`src/sv/cst_pkg.sv`:
```
// Shared types and constants of the counting semaphore table.
package cst_pkg;

	localparam int NUM_SEMAPHORES_DEF = 256;
	localparam int NUM_PROCESSES_DEF  = 16;
	localparam int COUNT_WIDTH_DEF    = 16;

	localparam int ACT_W   = 3;
	localparam int KEY_W   = 8;
	localparam int PID_W   = 4;
	localparam int START_W = 8;
	localparam int STS_W   = 2;

	localparam logic [ACT_W-1:0] ACT_CREATE  = 3'd0;
	localparam logic [ACT_W-1:0] ACT_DESTROY = 3'd1;
	localparam logic [ACT_W-1:0] ACT_DOWN    = 3'd2;
	localparam logic [ACT_W-1:0] ACT_UP      = 3'd3;
	localparam logic [ACT_W-1:0] ACT_RELEASE = 3'd4;

	localparam logic [STS_W-1:0] STS_OK      = 2'd0;
	localparam logic [STS_W-1:0] STS_QUEUED  = 2'd1;
	localparam logic [STS_W-1:0] STS_NOFREE  = 2'd2;
	localparam logic [STS_W-1:0] STS_IGNORED = 2'd3;

	typedef enum logic [3:0] {
		S_CLEAR,
		S_IDLE,
		S_DECODE,
		S_READ,
		S_EXEC,
		S_SCAN_RD,
		S_SCAN_CHK,
		S_UNL_RD,
		S_UNL_INIT,
		S_WALK,
		S_DONE
	} state_t;

	typedef struct packed {
		logic clr;
		logic load;
		logic rd_key;
		logic exec;
		logic scan_rd;
		logic scan_chk;
		logic unl_rd;
		logic unl_init;
		logic walk;
		logic respond;
	} cmd_t;

	typedef struct packed {
		logic clr_last;
		logic is_create;
		logic is_release;
		logic is_keyed;
		logic key_ok;
		logic hit;
		logic slot_last;
		logic need_unlink;
		logic walk_done;
	} sts_t;

endpackage

```
`src/sv/cst_ctrl.sv`:
```
// Controller state machine that sequences the semaphore table datapath.
module cst_ctrl import cst_pkg::*; (
	input  logic clk,
	input  logic arst_n,
	input  logic start,
	input  sts_t sts,
	output cmd_t cmd,
	output logic busy,
	output logic done
);

	state_t state_q, state_nx;

	always_ff @(posedge clk or negedge arst_n) begin
		if (!arst_n) begin
			state_q <= S_CLEAR;
		end else begin
			state_q <= state_nx;
		end
	end

	always_comb begin
		state_nx = state_q;
		case (state_q)
			S_CLEAR: begin
				if (sts.clr_last) state_nx = S_IDLE;
			end
			S_IDLE: begin
				if (start) state_nx = S_DECODE;
			end
			S_DECODE: begin
				if (sts.is_create || sts.is_release) state_nx = S_SCAN_RD;
				else if (sts.is_keyed && sts.key_ok) state_nx = S_READ;
				else state_nx = S_DONE;
			end
			S_READ:     state_nx = S_EXEC;
			S_EXEC:     state_nx = S_DONE;
			S_SCAN_RD:  state_nx = S_SCAN_CHK;
			S_SCAN_CHK: begin
				if (sts.is_create && sts.hit) state_nx = S_DONE;
				else if (sts.slot_last) begin
					state_nx = (sts.is_release && sts.need_unlink) ? S_UNL_RD : S_DONE;
				end else state_nx = S_SCAN_RD;
			end
			S_UNL_RD:   state_nx = S_UNL_INIT;
			S_UNL_INIT: state_nx = S_WALK;
			S_WALK: begin
				if (sts.walk_done) state_nx = S_DONE;
			end
			S_DONE:     state_nx = S_IDLE;
			default:    state_nx = S_IDLE;
		endcase
	end

	always_comb begin
		cmd  = '0;
		busy = 1'b1;
		done = 1'b0;
		case (state_q)
			S_CLEAR:    cmd.clr = 1'b1;
			S_IDLE: begin
				busy     = 1'b0;
				cmd.load = start;
			end
			S_READ:     cmd.rd_key = 1'b1;
			S_EXEC:     cmd.exec = 1'b1;
			S_SCAN_RD:  cmd.scan_rd = 1'b1;
			S_SCAN_CHK: cmd.scan_chk = 1'b1;
			S_UNL_RD:   cmd.unl_rd = 1'b1;
			S_UNL_INIT: cmd.unl_init = 1'b1;
			S_WALK:     cmd.walk = 1'b1;
			S_DONE: begin
				cmd.respond = 1'b1;
				done        = 1'b1;
			end
			default:    cmd = '0;
		endcase
	end

endmodule

```
`config.mk`:
```
export PLATFORM = sky130hd
export DESIGN_NAME = cst_ctrl
export DESIGN_NICKNAME = d
export VERILOG_FILES = /design/src/sv/cst_pkg.sv /design/src/sv/cst_ctrl.sv
export SDC_FILE = /design/constraint.sdc
export NUM_CORES = 1
export LEC_CHECK = 0
export BUFFER_PORTS_ARGS = -buffer_cell sky130_fd_sc_hd__buf_2
export CAP_MARGIN = 10
export CORE_AREA = 2 2 39 41
export CTS_BUF_LIST = sky130_fd_sc_hd__clkbuf_8
export DETAILED_ROUTE_END_ITERATION = 8
export DIE_AREA = 0 0 41 43
export PLACE_DENSITY = 0.71
export SETUP_SLACK_MARGIN = 0.2
export SYNTH_ARGS = -nofsm -noshare
export SYNTH_HDL_FRONTEND = slang
export SYNTH_SLANG_ARGS = --single-unit
export TNS_END_PERCENT = 1
```
`constraint.sdc`:
```
create_clock -name clk -period 1.4 [get_ports clk]
set_input_delay 0.14 -clock clk [delete_from_list [all_inputs] [get_ports clk]]
set_output_delay 0.14 -clock clk [all_outputs]
set_load 0.01 [all_outputs]
```
==> metrics.csv, run 1 <==
stage,metric,value,unit
status,status,"finished, final reports clean",
setup_path,CP endpoint kind,flop,
cts,worst skew pair latency,0.23,ns
die,die area,1760,um^2
sta,Worst-Margin Slew,0.321,ns
power,Peak VDD IR,0.971,mV
die,# IOs,24,
cts,TritonCTS clock tree,yes,
cells_and_area,Largest register FFs,4,
synthesis,Netlist cell types,31,
cells_and_area,Area Overhead vs Synth,83.2,%
die,Die X,41,um
sta,max_slew headroom,0.784,
cells_and_area,Finished Layout Cells,110,
drt,DRT Wirelength,1.43,mm
sta,FMAX,748,MHz
cells_and_area,Fill cells,136,
setup_path,crit path DAT,1.48,ns
sta,total negative slack,0,ns
synthesis,async set or reset register ratio after synthesis,1.00,
cts,H-tree depth,1,
drt,DRC,0,
cts,clock root cell,clkbuf_8,
drt,Max Used Layer,met4,
setup_path,Setup crit start kind,flop,
die,die height,43,um
job,Max Cap Viol,0,
setup_path,CP Data Required Time,1.54,ns
sta,clock skew,0.00532,ns
placement,RD Place Congestion,0.834,
cts,clock slew seen by the registers of the worst setup and hold paths,0.04,ns
cells_and_area,share of cells above drive strength 1,0.574,
power,Pwr Density,2210,nW/um^2
synthesis,number of synthesized flops with an enable pin,0,
sta,final period utilization,0.955,
setup_path,CP Class,reg -> reg,
cts,clk buf depth,2,
cells_and_area,"commonest non-fill, non-tap cell in the layout",buf_2,
synthesis,Mapped Avg Cell Area,7.33,um^2
drt,drt pass-1 iters,4,
synthesis,net count after synthesis,70,
sta,RSZ-0062 raised after global routing,true,
placement,port bufs,23,
cells_and_area,Final nets,108,
drt,vias per cell,5.40,
global_route,vias in the first global route,517,
global_route,All-Layer GR Usage,0.189,
synthesis,Post-Syn Instances,58,
placement,total placed cells including tap cells,96,
setup_path,Critical Path Fanout Max,8,
cells_and_area,antenna cells,0,
die,core area,1380,um^2
drt,met1 WL,549,um
drt,via count,594,
drt,Wirelength per Cell,13.0,um
power,Leak Pwr,0.385,nW
cts,clock tree sinks,4,
synthesis,Syn Std Cell Area,425,um^2
sta,Final Max Slew Viols,0,
sta,min Tclk post-route,1.34,ns
cells_and_area,top flop regs,state_q (4),
drt,"antenna viol nets, final",0,
die,Initial Util,0.307,
sta,"Hold Vio Cnt, Final",0,
global_route,initial antenna violation count,0,
die,num rows,14,
drt,Iter 0 DRT Violations,14,
drt,met3 WL,101,um
global_route,pin count of the biggest net entering global routing,11,
global_route,first-pass GRT wire length,2.19,mm
sta,# setup viols final,0,
cells_and_area,most frequent cells in the layout,"buf_2, nor2_1, buf_4",
worst_hold_path,Hold WC Path Type,in -> async,
cells_and_area,Top reg by flops,state_q,
cts,CTS Buf Count,3,
synthesis,"FF+latch count, synth",4,
synthesis,Yosys Warn Count,0,
drt,DR WL met2,731,um
global_route,grt ovf,0,
synthesis,ys flop type,dfrtp_1,
synthesis,sequential share of the synthesized area,0.235,
## kinds of logic (layout without fill, tap and decap cells)
kind of cell    count (synthesis)  in the layout  synth area share
simple gates                   29             29             0.359
flops                           4              4             0.235
compound gates                 19             19             0.338
buf+inv                         6             42            0.0677
## through the flow
step / power (mW) / hold slack (ns) / instance area, um^2 / worst slack, ns / utilization
after detailed placement: 1.04 / -0.0477 / 566 / 0.0419 / 0.409
after global placement: 1.03 / -0.0483 / 566 / 0.0869 / 0.409
after global routing: 1.86 / 0.291 / 779 / 0.0117 / 0.563
after floorplan: 0.798 / -0.156 / 425 / 0.206 / -
final: 1.72 / 0.261 / 779 / 0.0632 / 0.563
after CTS: 1.63 / 0.253 / 748 / 0.0730 / 0.541
## report_power, final
part | switching [mW] | leakage, nW | total [mW] | internal (mW)
Combinational | 0.580 | 0.318 | 1.24 | 0.660
Sequential | 0.0500 | 0.0462 | 0.228 | 0.178
Clock | 0.0728 | 0.0216 | 0.257 | 0.184
Total | 0.703 | 0.385 | 1.72 | 1.02
## layout make-up
class	count	area, um^2	share of cell area
sequential	4	104	0.133
clock buffer	3	41.3	0.0530
tap	16	20.0	0.0257
multi-input combinational	48	362	0.464
inverter	1	3.75	0.00482
timing repair buffer	38	249	0.319
## critical path: stages (launching register included)
cell     delay, ns
dfrtp_2       0.37
buf_6         0.13
a21bo_4       0.23
or3_1         0.34
a31oi_1       0.17
## synth_stat cells (2+ instances only)
cell      number  area share
a211o_1        2       0.041
a21boi_0       2       0.035
a221oi_1       2       0.041
buf_2          2       0.024
clkbuf_1       2       0.018
dfrtp_1        4        0.24
nand2_1        2       0.018
nand2b_1       4       0.059
nor2_1        11       0.097
nor2b_1        2       0.029
nor3_1         3       0.035
o21ai_0        3       0.035
## metal layers
layer,vias to the layer above,GRT usage
met5,-,0
met4,0,0.140
met3,5,0.0314
met1,269,0.220
li1,288,-
met2,32,0.291
## worst paths after layout
kind	start	endpoint	slack, ns	cells after the start
worst min-delay path	arst_n	state_q[2]$_DFFE_PN0P_	0.26	2
worst max register to register	state_q[2]$_DFFE_PN0P_	state_q[2]$_DFFE_PN0P_	0.06	4
worst max-delay path	state_q[2]$_DFFE_PN0P_	state_q[2]$_DFFE_PN0P_	0.06	4
min in group clk	sts[0]	state_q[0]$_DFFE_PN0P_	0.30	3
max in group asynchronous	arst_n	state_q[0]$_DFFE_PN0P_	1.00	2
worst min register to register	state_q[3]$_DFFE_PN0P_	state_q[2]$_DFFE_PN0P_	0.59	2
## repair_timing
action / 4_1_cts / 5_1_grt
setup buffers: 9 / 1
pin swaps: 2 / 1
endpoints found under the setup margin: 15 / 16
hold buffers: 1 / 0
resized for setup: 14 / 5
endpoints found under the hold margin: 4 / 0
Note: power is estimated with default switching activity, not from simulation.
==> inputs of run 2 (changes only) <==
- ABC_AREA: not set -> 1
- SETUP_SLACK_MARGIN: 0.2 -> not set
==> metrics.csv, run 2 <==
stage,metric,value,unit
cells_and_area,Top reg by flops,state_q,
global_route,GR peak layer,met2,
sta,Final WS setup,-0.0181,ns
placement,port bufs,23,
global_route,GR Layer Usage met1,0.192,
sta,RSZ-0062 raised after global routing,true,
synthesis,Post-Syn Instances,75,
die,Die X,41,um
drt,Iter 0 DRT Violations,9,
global_route,GR Util met3,0.0314,
global_route,first-pass GRT wire length,1.86,mm
status,failing checks,negative setup slack,
drt,Wirelength per Cell,9.53,um
global_route,grt ovf,0,
synthesis,Syn Std Cell Area,427,um^2
die,num rows,14,
drt,DRT Wirelength,1.13,mm
cts,clock tree sinks,4,
synthesis,Synth area leader,dfrtp_1,
setup_path,CP Class,reg -> out,
cells_and_area,Area Overhead vs Synth,44.3,%
synthesis,"FF+latch count, synth",4,
sta,Worst-Margin Slew,0.266,ns
sta,max_slew headroom,0.822,
synthesis,synth cell count leaders,"nand2_1, nor2_1, inv_1",
setup_path,Worst Path Buf+Inv,2,
global_route,vias in the first global route,487,
job,Max Cap Viol,0,
placement,RD Place Congestion,0.898,
die,# IOs,24,
power,Pwr Density,1950,nW/um^2
synthesis,Mapped Avg Cell Area,5.69,um^2
setup_path,Crit path largest cell delay,0.39,ns
synthesis,async set or reset register ratio after synthesis,1.00,
cells_and_area,"commonest non-fill, non-tap cell in the layout",buf_2,
setup_path,CP endpoint kind,output pin,
synthesis,cell with the most instances after synthesis,nand2_1,
setup_path,Setup crit start kind,flop,
cells_and_area,top flop regs,state_q (4),
setup_path,R2R Setup Slk,0.24,ns
sta,clock skew,0.00318,ns
setup_path,crit path DAT,1.28,ns
synthesis,net count after synthesis,87,
synthesis,number of synthesized flops with an enable pin,0,
drt,"antenna viol nets, final",0,
drt,vias per cell,4.65,
sta,total negative slack,-0.0181,ns
status,status,finished with violations,
die,Initial Util,0.308,
global_route,All-Layer GR Usage,0.162,
die,die area,1760,um^2
power,Peak VDD IR,0.932,mV
cts,clock slew seen by the registers of the worst setup and hold paths,0.03,ns
cts,H-tree depth,1,
sta,final period utilization,1.01,
placement,cell area after placement,562,um^2
synthesis,ys flop type,dfrtp_1,
drt,DRC,0,
setup_path,CP Data Required Time,1.26,ns
cells_and_area,Largest register FFs,4,
sta,min Tclk post-route,1.42,ns
cells_and_area,most frequent cells in the layout,"buf_2, nand2_1, nor2_1",
cts,clk buf depth,2,
synthesis,sequential share of the synthesized area,0.235,
cts,Post-CTS Setup Bufs,0,
sta,# setup viols final,1,
die,core area,1380,um^2
power,Tot Pwr,1.20,mW
sta,Final Max Slew Viols,0,
global_route,initial antenna violation count,0,
cells_and_area,cell area after layout,616,um^2
synthesis,Netlist cell types,18,
drt,via count,549,
synthesis,Yosys Warn Count,0,
cells_and_area,Final nets,116,
cts,CTS Buf Count,3,
setup_path,Top delay family on crit path,flip-flops,
sta,"Hold Vio Cnt, Final",0,
drt,drt pass-1 iters,4,
global_route,GR Util met2,0.244,
cts,clock root cell,clkbuf_8,
synthesis,top area cells in the synthesized netlist,"dfrtp_1, nand2_1, nor2_1",
worst_hold_path,Hold WC Path Type,in -> async,
global_route,pin count of the biggest net entering global routing,6,
setup_path,critical-path cell list,inv_2 > nand2_1 > nor3_1 > buf_2,
die,die height,43,um
cts,worst skew pair latency,0.22,ns
power,Leak Pwr,0.390,nW
sta,FMAX,705,MHz
synthesis,share of the synthesized area in the top cell type,0.235,
setup_path,R2R cell count,8,
cells_and_area,antenna cells,0,
cells_and_area,share of cells above drive strength 1,0.392,
setup_path,Critical Path Stages,4,
setup_path,Critical-path top delay cell,dfrtp_1,
cts,TritonCTS clock tree,yes,
placement,Final HPWL DP,940,um
setup_path,Critical Path Fanout Max,5,
[run 2: metal layers]
metal	vias to the layer above	routed length, um	share of wire
met5	-	0	0
met4	0	24	0.021
met3	3	86	0.076
met2	25	518	0.46
met1	238	495	0.44
li1	283	-	-
[run 2: final cells by class]
class | count | area (um^2)
inverters | 13 | 48.8
flip-flops and latches | 4 | 100
repair buffers | 25 | 133
multi-input cells | 57 | 273
fillers | 147 | 768
clock buffers | 3 | 41.3
well taps | 16 | 20.0
[run 2: logic make-up (layout without fill, tap and decap cells)]
family	Yosys count	after routing	share of synthesized area
AOI/OAI and AO/OA	5	5	0.0762
DFF	4	4	0.235
buffers and inverters	14	41	0.132
and+or+nand+nor	52	52	0.557
[run 2: repair_timing]
item	in CTS	in global routing
setup endpoints to repair	0	5
resized for setup	0	1
hold buffers	1	0
hold endpoints to repair	4	0
[run 2: where the power goes]
group | internal, mW | switching (mW)
Combinational | 0.269 | 0.459
Sequential | 0.169 | 0.0550
Clock | 0.184 | 0.0673
[run 2: path summary, 6_finish.rpt]
| kind | startpoint | to |
|---|---|---|
| worst max-delay path | state_q[3]$_DFFE_PN0P_ | cmd[3] |
| worst min-delay path | arst_n | state_q[1]$_DFFE_PN0P_ |
| worst max register to register | state_q[0]$_DFFE_PN0P_ | state_q[0]$_DFFE_PN0P_ |
| worst min register to register | state_q[0]$_DFFE_PN0P_ | state_q[0]$_DFFE_PN0P_ |
| max in group asynchronous | arst_n | state_q[2]$_DFFE_PN0P_ |
| min in group clk | sts[7] | state_q[2]$_DFFE_PN0P_ |
[run 2: worst register-to-register path, delay by kind of cell (launching register included)]
family                 cells  cell delay (ns)
buffers and inverters      1             0.08
flip-flops                 1             0.41
AND/OR/NAND/NOR            7             0.56
[run 2: through the flow]
stage	worst slack, ns	hold WS [ns]	cells	utilization
global placement	0.237	-0.0484	114	0.406
detailed placement	0.231	-0.0488	114	0.406
finish	-0.0181	0.251	118	0.445
global route	-0.0750	0.266	118	0.445
CTS	0.00704	0.255	118	0.443
floorplan	0.199	-0.156	75	-
